<file path="config.mk">
export PLATFORM = sky130hd
export DESIGN_NAME = front_coded_term_matcher_core_flat
export DESIGN_NICKNAME = d
export VERILOG_FILES = /design/src/hdl/fctm_pkg.sv /design/src/hdl/fctm_if.sv /design/src/hdl/fctm_ram.sv /design/src/hdl/fctm_front.sv /design/src/hdl/fctm_back.sv /design/src/hdl/front_coded_term_matcher_core.sv /design/src/flat_wrapper.sv
export SDC_FILE = /design/constraint.sdc
export NUM_CORES = 2
export LEC_CHECK = 0
export BUFFER_PORTS_ARGS = -buffer_cell sky130_fd_sc_hd__buf_4
export CAP_MARGIN = 20
export CELL_PAD_IN_SITES_DETAIL_PLACEMENT = 1
export CELL_PAD_IN_SITES_GLOBAL_PLACEMENT = 1
export CORE_MARGIN = 5
export CORE_UTILIZATION = 56
export DETAILED_ROUTE_END_ITERATION = 6
export GPL_TIMING_DRIVEN = 0
export MAX_ROUTING_LAYER = met4
export PLACE_DENSITY_LB_ADDON = 0.05
export REMOVE_ABC_BUFFERS = 1
export SYNTH_ARGS = -nofsm -noshare
export SYNTH_HDL_FRONTEND = slang
export SYNTH_HIERARCHICAL = 1
export SYNTH_SLANG_ARGS = --single-unit
</file>
<file path="constraint.sdc">
create_clock -name clock -period 9.15 [get_ports clock]
set_input_delay 0.915 -clock clock [delete_from_list [all_inputs] [get_ports clock]]
set_output_delay 0.915 -clock clock [all_outputs]
set_load 0.03 [all_outputs]
</file>
<file path="src/hdl/fctm_pkg.sv">
// Shared types and constants for the front-coded term matcher.
package fctm_pkg;

   localparam int BYTE_W        = 8;
   localparam int REQ_TYPE_W    = 2;
   localparam int TERM_TOTAL_W  = 13;
   localparam int INDEX_W       = 12;
   localparam int TERM_LEN_W    = 9;
   localparam int PHASE_W       = 2;
   localparam int MAX_BLOCK_TERMS = 4096;

   // Request codes as they arrive on the input channel.
   localparam logic [REQ_TYPE_W-1:0] OP_CLEAR  = 2'd0;
   localparam logic [REQ_TYPE_W-1:0] OP_APPEND = 2'd1;
   localparam logic [REQ_TYPE_W-1:0] OP_START  = 2'd2;
   localparam logic [REQ_TYPE_W-1:0] OP_BYTE   = 2'd3;

   // Parse phases of the block scanner.
   localparam logic [PHASE_W-1:0] PH_IDLE   = 2'd0;
   localparam logic [PHASE_W-1:0] PH_PREFIX = 2'd1;
   localparam logic [PHASE_W-1:0] PH_SUFLEN = 2'd2;
   localparam logic [PHASE_W-1:0] PH_BYTES  = 2'd3;

   // One classified request as it travels from the front to the back.
   typedef struct packed {
      logic [REQ_TYPE_W-1:0]   op;
      logic [BYTE_W-1:0]       data;
      logic [TERM_TOTAL_W-1:0] total;
      logic                    total_zero;
   } item_type;

endpackage

</file>
<file path="src/hdl/fctm_if.sv">
// Valid/ready channel interfaces for requests and responses.
interface fctm_req_if;
   logic                                valid;
   logic                                ready;
   logic [fctm_pkg::REQ_TYPE_W-1:0]     req_type;
   logic [fctm_pkg::BYTE_W-1:0]         data_byte;
   logic [fctm_pkg::TERM_TOTAL_W-1:0]   term_total;

   modport source (output valid, output req_type, output data_byte, output term_total,
                   input ready);
   modport sink (input valid, input req_type, input data_byte, input term_total,
                 output ready);
endinterface

interface fctm_rsp_if;
   logic                           valid;
   logic                           ready;
   logic                           found;
   logic [fctm_pkg::INDEX_W-1:0]   match_index;

   modport source (output valid, output found, output match_index, input ready);
   modport sink (input valid, input found, input match_index, output ready);
endinterface

</file>
<file path="src/hdl/fctm_ram.sv">
// Generic single-port-write, single-port-read RAM with registered read data.
module fctm_ram #(
   parameter int WIDTH = 8,
   parameter int DEPTH = 255
) (
   input  logic                     clock,
   input  logic                     wr_en,
   input  logic [$clog2(DEPTH)-1:0] wr_addr,
   input  logic [WIDTH-1:0]         wr_data,
   input  logic [$clog2(DEPTH)-1:0] rd_addr,
   output logic [WIDTH-1:0]         rd_data
);

   logic [WIDTH-1:0] mem_ff [DEPTH];
   logic [WIDTH-1:0] rd_data_ff;

   always_ff @(posedge clock) begin
      if (wr_en) begin
         mem_ff[wr_addr] <= wr_data;
      end
      rd_data_ff <= mem_ff[rd_addr];
   end

   assign rd_data = rd_data_ff;

endmodule

</file>
<file path="src/hdl/fctm_front.sv">
// Request front end: classifies incoming transactions into a two-entry queue.
module fctm_front (
   input  logic                clock,
   input  logic                reset,
   fctm_req_if.sink            req_bus,
   output logic                q_valid,
   output fctm_pkg::item_type  q_item,
   input  logic                q_pop
);

   localparam int QDEPTH = 2;

   fctm_pkg::item_type entry_ff [QDEPTH];
   logic       wr_ptr_ff, wr_ptr_in;
   logic       rd_ptr_ff, rd_ptr_in;
   logic [1:0] count_ff, count_in;
   logic       push;
   fctm_pkg::item_type new_item;
   logic [16:0] total_wide;

   assign req_bus.ready = (count_ff != 2'(QDEPTH));
   assign push = req_bus.valid && req_bus.ready;

   // Saturate the block term count and flag an empty block up front.
   always_comb begin
      total_wide          = {4'd0, req_bus.term_total};
      new_item.op         = req_bus.req_type;
      new_item.data       = req_bus.data_byte;
      new_item.total      = (total_wide > 17'(fctm_pkg::MAX_BLOCK_TERMS)) ?
                            fctm_pkg::TERM_TOTAL_W'(fctm_pkg::MAX_BLOCK_TERMS) :
                            req_bus.term_total;
      new_item.total_zero = (req_bus.term_total == '0);
   end

   always_comb begin
      wr_ptr_in = push ? ~wr_ptr_ff : wr_ptr_ff;
      rd_ptr_in = q_pop ? ~rd_ptr_ff : rd_ptr_ff;
      count_in  = count_ff + 2'(push) - 2'(q_pop);
   end

   always_ff @(posedge clock) begin
      if (reset) begin
         wr_ptr_ff <= 1'b0;
         rd_ptr_ff <= 1'b0;
         count_ff  <= 2'd0;
      end else begin
         wr_ptr_ff <= wr_ptr_in;
         rd_ptr_ff <= rd_ptr_in;
         count_ff  <= count_in;
      end
   end

   always_ff @(posedge clock) begin
      if (push) begin
         entry_ff[wr_ptr_ff] <= new_item;
      end
   end

   assign q_valid = (count_ff != 2'd0);
   assign q_item  = entry_ff[rd_ptr_ff];

   a_count_bound: assert property (@(posedge clock) disable iff (reset)
      count_ff <= 2'(QDEPTH))
      else $error("queue occupancy beyond its depth");

endmodule

</file>
<file path="src/hdl/fctm_back.sv">
// Back end: rebuilds front-coded terms, matches them against the query, drives results.
module fctm_back #(
   parameter int MAX_TERM_BYTES = 255
) (
   input  logic                clock,
   input  logic                reset,
   input  logic                q_valid,
   input  fctm_pkg::item_type  q_item,
   output logic                q_pop,
   fctm_rsp_if.source          rsp_bus
);

   localparam int QLW = $clog2(MAX_TERM_BYTES + 1);
   localparam int AW  = $clog2(MAX_TERM_BYTES);
   localparam int TLW = fctm_pkg::TERM_LEN_W;
   localparam int TIW = fctm_pkg::TERM_TOTAL_W;
   localparam int BW  = fctm_pkg::BYTE_W;

   logic [QLW-1:0]                 query_len_ff, query_len_in;
   logic [fctm_pkg::PHASE_W-1:0]   phase_ff, phase_in;
   logic [BW-1:0]                  suffix_left_ff, suffix_left_in;
   logic [TLW-1:0]                 term_len_ff, term_len_in;
   logic [TLW-1:0]                 match_prefix_ff, match_prefix_in;
   logic [TIW-1:0]                 term_index_ff, term_index_in;
   logic [TIW-1:0]                 terms_ff, terms_in;
   logic                           rsp_valid_ff, rsp_valid_in;
   logic                           found_ff, found_in;
   logic [fctm_pkg::INDEX_W-1:0]   index_ff, index_in;

   logic           go, out_free;
   logic           wr_en;
   logic [BW-1:0]  query_byte;
   logic           emit, emit_found;
   logic           fin;
   logic [TLW-1:0] fin_mp, fin_tl, prefix_len, tl_step;
   logic [TIW-1:0] index_next;

   // The query memory is read at the next term length so its data lines up
   // with the current term length when the following byte is processed.
   fctm_ram #(
      .WIDTH (BW),
      .DEPTH (MAX_TERM_BYTES)
   ) u_query_ram (
      .clock   (clock),
      .wr_en   (wr_en),
      .wr_addr (query_len_ff[AW-1:0]),
      .wr_data (q_item.data),
      .rd_addr (term_len_in[AW-1:0]),
      .rd_data (query_byte)
   );

   assign out_free = !rsp_valid_ff || rsp_bus.ready;
   assign go       = q_valid && out_free;
   assign q_pop    = go;

   always_comb begin
      query_len_in    = query_len_ff;
      phase_in        = phase_ff;
      suffix_left_in  = suffix_left_ff;
      term_len_in     = term_len_ff;
      match_prefix_in = match_prefix_ff;
      term_index_in   = term_index_ff;
      terms_in        = terms_ff;
      wr_en           = 1'b0;
      emit            = 1'b0;
      emit_found      = 1'b0;
      fin             = 1'b0;
      fin_mp          = match_prefix_ff;
      fin_tl          = term_len_ff;
      prefix_len      = TLW'(q_item.data);
      tl_step         = term_len_ff + 1'b1;
      index_next      = term_index_ff + 1'b1;

      if (go) begin
         case (q_item.op)
            fctm_pkg::OP_CLEAR: begin
               query_len_in = '0;
               phase_in     = fctm_pkg::PH_IDLE;
            end
            fctm_pkg::OP_APPEND: begin
               if (query_len_ff < QLW'(MAX_TERM_BYTES)) begin
                  wr_en        = 1'b1;
                  query_len_in = query_len_ff + 1'b1;
               end
               phase_in = fctm_pkg::PH_IDLE;
            end
            fctm_pkg::OP_START: begin
               terms_in        = q_item.total;
               term_index_in   = '0;
               term_len_in     = '0;
               match_prefix_in = '0;
               suffix_left_in  = '0;
               if (q_item.total_zero) begin
                  emit     = 1'b1;
                  phase_in = fctm_pkg::PH_IDLE;
               end else begin
                  phase_in = fctm_pkg::PH_SUFLEN;
               end
            end
            default: begin
               case (phase_ff)
                  fctm_pkg::PH_PREFIX: begin
                     if (prefix_len > term_len_ff) begin
                        prefix_len = term_len_ff;
                     end
                     if (match_prefix_ff >= prefix_len) begin
                        match_prefix_in = prefix_len;
                     end
                     term_len_in = prefix_len;
                     phase_in    = fctm_pkg::PH_SUFLEN;
                  end
                  fctm_pkg::PH_SUFLEN: begin
                     suffix_left_in = q_item.data;
                     if (q_item.data == '0) begin
                        fin = 1'b1;
                     end else begin
                        phase_in = fctm_pkg::PH_BYTES;
                     end
                  end
                  fctm_pkg::PH_BYTES: begin
                     fin_mp = match_prefix_ff;
                     if (match_prefix_ff == term_len_ff &&
                         term_len_ff < TLW'(query_len_ff) &&
                         query_byte == q_item.data) begin
                        fin_mp = match_prefix_ff + 1'b1;
                     end
                     fin_tl          = tl_step;
                     match_prefix_in = fin_mp;
                     term_len_in     = tl_step;
                     suffix_left_in  = suffix_left_ff - 1'b1;
                     fin             = (suffix_left_ff == BW'(1));
                  end
                  default: begin
                     // A term-area byte with no scan in progress is dropped.
                  end
               endcase
            end
         endcase

         if (fin) begin
            if (fin_mp == fin_tl && fin_tl == TLW'(query_len_ff)) begin
               emit       = 1'b1;
               emit_found = 1'b1;
               phase_in   = fctm_pkg::PH_IDLE;
            end else begin
               term_index_in = index_next;
               if (index_next >= terms_ff) begin
                  emit     = 1'b1;
                  phase_in = fctm_pkg::PH_IDLE;
               end else begin
                  phase_in = fctm_pkg::PH_PREFIX;
               end
            end
         end
      end
   end

   always_comb begin
      rsp_valid_in = rsp_valid_ff;
      found_in     = found_ff;
      index_in     = index_ff;
      if (go && emit) begin
         rsp_valid_in = 1'b1;
         found_in     = emit_found;
         index_in     = emit_found ? term_index_ff[fctm_pkg::INDEX_W-1:0] : '0;
      end else if (rsp_bus.ready) begin
         rsp_valid_in = 1'b0;
      end
   end

   always_ff @(posedge clock) begin
      if (reset) begin
         query_len_ff    <= '0;
         phase_ff        <= fctm_pkg::PH_IDLE;
         suffix_left_ff  <= '0;
         term_len_ff     <= '0;
         match_prefix_ff <= '0;
         term_index_ff   <= '0;
         terms_ff        <= '0;
         rsp_valid_ff    <= 1'b0;
      end else begin
         query_len_ff    <= query_len_in;
         phase_ff        <= phase_in;
         suffix_left_ff  <= suffix_left_in;
         term_len_ff     <= term_len_in;
         match_prefix_ff <= match_prefix_in;
         term_index_ff   <= term_index_in;
         terms_ff        <= terms_in;
         rsp_valid_ff    <= rsp_valid_in;
      end
   end

   always_ff @(posedge clock) begin
      found_ff <= found_in;
      index_ff <= index_in;
   end

   assign rsp_bus.valid       = rsp_valid_ff;
   assign rsp_bus.found       = found_ff;
   assign rsp_bus.match_index = index_ff;

   a_prefix_within_term: assert property (@(posedge clock) disable iff (reset)
      match_prefix_ff <= term_len_ff)
      else $error("matched prefix longer than the rebuilt term");

   a_index_in_block: assert property (@(posedge clock) disable iff (reset)
      phase_ff != fctm_pkg::PH_IDLE |-> term_index_ff < terms_ff)
      else $error("scan running past the last term of the block");

   a_result_from_item: assert property (@(posedge clock) disable iff (reset)
      $rose(rsp_valid_ff) |-> $past(go))
      else $error("result raised without a processed transaction");

endmodule

</file>
<file path="src/hdl/front_coded_term_matcher_core.sv">
// Top level of the front-coded block term matcher.
// Throughput: one transaction per cycle, sustained, on both channels, while rsp_bus accepts results.
// Results: the transaction that completes a result passes the front queue and then the
// result register before the result is presented on rsp_bus.
// The query memory read is registered and addressed one step ahead by the back end.
// Reset clears the queue, parse state, query length and result valid; query bytes are
// not cleared and are read only after being written.
module front_coded_term_matcher_core #(
   parameter int MAX_TERM_BYTES = 255
) (
   input  logic        clock,
   input  logic        reset,
   fctm_req_if.sink    req_bus,
   fctm_rsp_if.source  rsp_bus
);

   logic               q_valid;
   logic               q_pop;
   fctm_pkg::item_type q_item;

   fctm_front u_front (
      .clock   (clock),
      .reset   (reset),
      .req_bus (req_bus),
      .q_valid (q_valid),
      .q_item  (q_item),
      .q_pop   (q_pop)
   );

   fctm_back #(
      .MAX_TERM_BYTES (MAX_TERM_BYTES)
   ) u_back (
      .clock   (clock),
      .reset   (reset),
      .q_valid (q_valid),
      .q_item  (q_item),
      .q_pop   (q_pop),
      .rsp_bus (rsp_bus)
   );

endmodule

</file>
<file path="src/flat_wrapper.sv">
// flat-port wrapper written by rule: the top's interface ports become plain ports
module front_coded_term_matcher_core_flat 
#(
   parameter int MAX_TERM_BYTES = 255
)
  (clock, reset, req_bus_valid, req_bus_req_type, req_bus_data_byte, req_bus_term_total, req_bus_ready, rsp_bus_valid, rsp_bus_found, rsp_bus_match_index, rsp_bus_ready);
  fctm_req_if req_bus_i ();
  fctm_rsp_if rsp_bus_i ();
  input  logic clock;
  input  logic reset;
  input wire logic [$bits(req_bus_i.valid)-1:0] req_bus_valid;
  input wire logic [$bits(req_bus_i.req_type)-1:0] req_bus_req_type;
  input wire logic [$bits(req_bus_i.data_byte)-1:0] req_bus_data_byte;
  input wire logic [$bits(req_bus_i.term_total)-1:0] req_bus_term_total;
  output wire logic [$bits(req_bus_i.ready)-1:0] req_bus_ready;
  output wire logic [$bits(rsp_bus_i.valid)-1:0] rsp_bus_valid;
  output wire logic [$bits(rsp_bus_i.found)-1:0] rsp_bus_found;
  output wire logic [$bits(rsp_bus_i.match_index)-1:0] rsp_bus_match_index;
  input wire logic [$bits(rsp_bus_i.ready)-1:0] rsp_bus_ready;
  assign req_bus_i.valid = req_bus_valid;
  assign req_bus_i.req_type = req_bus_req_type;
  assign req_bus_i.data_byte = req_bus_data_byte;
  assign req_bus_i.term_total = req_bus_term_total;
  assign req_bus_ready = req_bus_i.ready;
  assign rsp_bus_valid = rsp_bus_i.valid;
  assign rsp_bus_found = rsp_bus_i.found;
  assign rsp_bus_match_index = rsp_bus_i.match_index;
  assign rsp_bus_i.ready = rsp_bus_ready;
  front_coded_term_matcher_core #(.MAX_TERM_BYTES(MAX_TERM_BYTES)) u_core (.clock(clock), .reset(reset), .req_bus(req_bus_i), .rsp_bus(rsp_bus_i));
endmodule
</file>
==> flow_summary.toml <==
[die]
num_rows = 145
die_h_microns = 407
ios = 42
dieArea_sq_um = 166000
die_x_microns = 407
start_util = 0.565
coreArea_sq_um = 157000

[power_and_ir_drop]
leakage_uw = 0.0303
power_frac_clock = 0.392
vdd_drop_max_mv = 0.218
pwr-share-comb = 0.075
netSwitchingFraction = 0.234
cellPowerDensity_nw_per_um2 = 225
p_int_uw = 17000
sequentialPowerShare = 0.533
switching_power_uw = 5180

[clocking]
worst_skew_pair.late_latency_ps = 850
cts_made_buffers = 216
root_buffer = "clkbuf_16"
cts-hold-fix-buffers = 0
cts_tree = "done"
post_cts_buffers = 0
cts_sinks = 2177
path_clk_slew_ps = 60
htreeDepth = 4
clk_path_buf_depth = 3

[worst_setup_path]
start_kind = "register"
crit_path_end_kind = "register"
crit_type = "register to register"
cp_data_arrival_time_ps = 9580
cp_max_fo = 121
worstPathRequired_ps = 9840

[drt]
drt-initial-drc-count = 5432
drt-vias-per-instance = 6.74
wl_per_cell_microns = 34.8
drc = 0
vias = 47800
ant_nets = 0
drtPass1Iterations = 6
routed_wl_microns = 247000

[grt]
grt_pass1_wl_microns = 357000
grt_max_degree = 141
grt_pass1_vias = 48900
gr-usage-all-layers = 0.305
antenna_found_initial = 6
grt_overflow = 0

[layout]
fin_nets = 4922
num_antenna_cells = 0
fin_cells = 7089
drive_gt1_frac = 0.180
area_growth_pct = 11.8

[sta]
skew_ps = 39.3
max-slew-margin-rel = 0.237
rsz0062_at_grt = "false"
setup_ws_ps = 261
final-max-slew-violation-count = 0
finalHoldViolations = 0
setup_viol = 0
min_period_over_period = 0.971
timing_worst_slew_pin_value_ps = 1140
whs_ps = 257
fmax_mhz = 113
fin_crit_ps = 8890

[worst_hold_path]
min_path_type = "input pin to register"

[synth]
synth_warnings = 6
synth_ff_type = "edfxtp_1"
syn-cell-area_sq_um = 88400
ys_ff_latch = 2177
syn_inst = 4771
synth-edff-count = 2101
avgSynthCellArea_sq_um = 18.5
ys_async_sr_fraction = 0
synthDistinctLibCells = 95
seq_area_frac_synth = 0.731

[place]
place_worst_setup_slack_ps = 167
placed_cells = 6688
io_buffers = 41
post-dp-hpwl_microns = 156000
globalplace.congestion = 0.825

[status]
outcome = "finished clean"

[job]
drv_cap = 0
## Yosys cell counts (7+ instances only)
library cell  count  share of area
o2111ai_1         7        0.00069
nor4_1           14        0.00099
nor2b_1          39         0.0028
mux4_2          382          0.097
clkbuf_4         10        0.00085
a22oi_1          31         0.0026
a2111oi_0        15         0.0015
a21oi_1         137         0.0078
nand2b_1         17         0.0012
or2_2             9        0.00064
a31oi_1          23         0.0016
clkbuf_1        109         0.0046
mux4_1           60          0.018
nand2_1         252          0.011
o21ai_0          61         0.0035
or3_1            18         0.0013
o32ai_1          11         0.0011
o31ai_1          10        0.00085
ha_1             45         0.0064
a211oi_1         20         0.0017
xnor2_1          28         0.0028
or4_1            11        0.00093
buf_1            12        0.00051
nor3_1           38         0.0022
mux2_1           20         0.0025
nand4_1          24         0.0017
edfxtp_1       2101           0.71
buf_8            30         0.0051
nor2_1          353          0.015
o221ai_1         61         0.0060
mux2_2           15         0.0019
o211ai_1         16         0.0014
and3_1           21         0.0015
buf_4            20         0.0017
buf_2            50         0.0028
and2_1           27         0.0019
o22ai_1          59         0.0042
nand3_1          83         0.0047
inv_1            57         0.0024
dfxtp_1          76          0.017
a21o_1           19         0.0016
buf_6            36         0.0046
o21a_1           10        0.00085
mux2i_1         201          0.023
xor2_1           23         0.0023
## registers in the layout, indices dropped and copies added (netlist names), named ones only
signal and cells:
u_core/u_back/term_index_ff 13, u_core/u_back/query_len_ff 8, u_core/u_back/rsp_bus.match_index 12, u_core/u_back/u_query_ram/mem_ff 2040
u_core/u_back/match_prefix_ff 9, u_core/u_back/rsp_bus.found 1, u_core/u_back/term_len_ff 9, u_core/u_front/count_ff 2
u_core/u_front/entry_ff 48, u_core/u_back/phase_ff 2, u_core/u_front/rd_ptr_ff 1, u_core/u_front/wr_ptr_ff 1
u_core/u_back/terms_ff 13, u_core/u_back/suffix_left_ff 8, u_core/u_back/u_query_ram/rd_data 8, u_core/u_back/rsp_bus.valid 1
## worst paths after layout
check	start	endpoint	slack, ps	cells past startpoint
setup / recovery	register	u_core/u_back/u_query_ram/rd_data[2]	260	23
hold / removal	req_bus_data_byte[0]	u_core/u_front/entry_ff[0][14]	260	1
setup reg to reg	register	u_core/u_back/u_query_ram/rd_data[2]	260	23
hold reg to reg	u_core/u_back/terms_ff[1]	u_core/u_back/terms_ff[1]	450	2
## layout by cell type, fill, tap and decap left out, types with 61 or more instances in the layout
master	instances
edfxtp_1	2101
mux4_2	382
nor2_1	350
nand2_1	249
clkbuf_16	216
mux2i_1	201
a21oi_1	136
dfxtp_1	75
nand3_1	74
o221ai_1	61
## through the flow
stage          utilization  setup TNS [ps]  cell area [sq um]  total power [uW]
2_1_floorplan            -         -182180              86500             13000
3_3_place_gp         0.571         -634110              89400             13800
3_5_place_dp         0.587               0              91800             13700
4_1_cts              0.631               0              98800             22300
5_1_grt              0.631               0              98800             22900
6_report             0.631               0              98800             22200
## power groups by stage
stage	sequential [uW]	combinational [uW]	clock (uW)
after global placement	12400	1460	0
after global routing	11800	1790	9330
after floorplan	12200	813	0
after CTS	11800	1660	8850
after detailed placement	12000	1660	0
final	11800	1660	8710
## cell families (layout without fill, tap and decap cells)
family | after synthesis | count (layout) | synth area share
and+or+nand+nor | 935 | 935 | 0.0484
muxes | 678 | 679 | 0.142
adders and majority gates | 45 | 45 | 0.00637
other | 1 | 1 | 0.0000424
DFF | 2177 | 2177 | 0.731
xor gates and xnor gates | 51 | 51 | 0.00505
buffers and inverters | 337 | 596 | 0.0245
AOI/OAI and AO/OA | 547 | 547 | 0.0428
## repair_timing
| item | 4_1_cts | 5_1_grt |
|---|---|---|
| setup endpoints to repair | 0 | 2 |
| endpoints found under the hold margin | 0 | 0 |
| gates resized for setup | 0 | 1 |
## critical path, stage by stage, from the launching register on
cell and delay, ps:
dfxtp_2 920, mux2_8 760, ha_1 370, nor2b_1 140
o21a_1 160, o21a_1 160, o21a_1 160, o21a_1 160
o2111ai_1 290, nand2_1 440, mux2_2 400, o211ai_1 170
nand2_4 470, buf_16 290, buf_12 280, buf_16 340
nand2b_2 470, buf_12 340, a211oi_1 440, a21oi_1 90
a41o_1 290, or4_1 410, nor3_1 710, o32ai_1 210
## cell type report
class | count | area, sq um
multi-input combinational | 2258 | 21900
clock buffer | 264 | 5620
fill | 13000 | 57700
sequential | 2177 | 64600
clock inverter | 135 | 1330
tap | 2058 | 2570
timing repair buffer | 137 | 2520
inverter | 60 | 240
## metal layers
layer  share of wire  vias up  GRT usage  routed length [microns]
li1                -    19500          -                        -
met4           0.036        0     0.0995                     8960
met1            0.40    25600      0.425                    99900
met5               0        -          -                        0
met3           0.076      472     0.0469                    18800
met2            0.48     2134      0.471                   119000
Note: power is estimated with default switching activity, not from simulation.
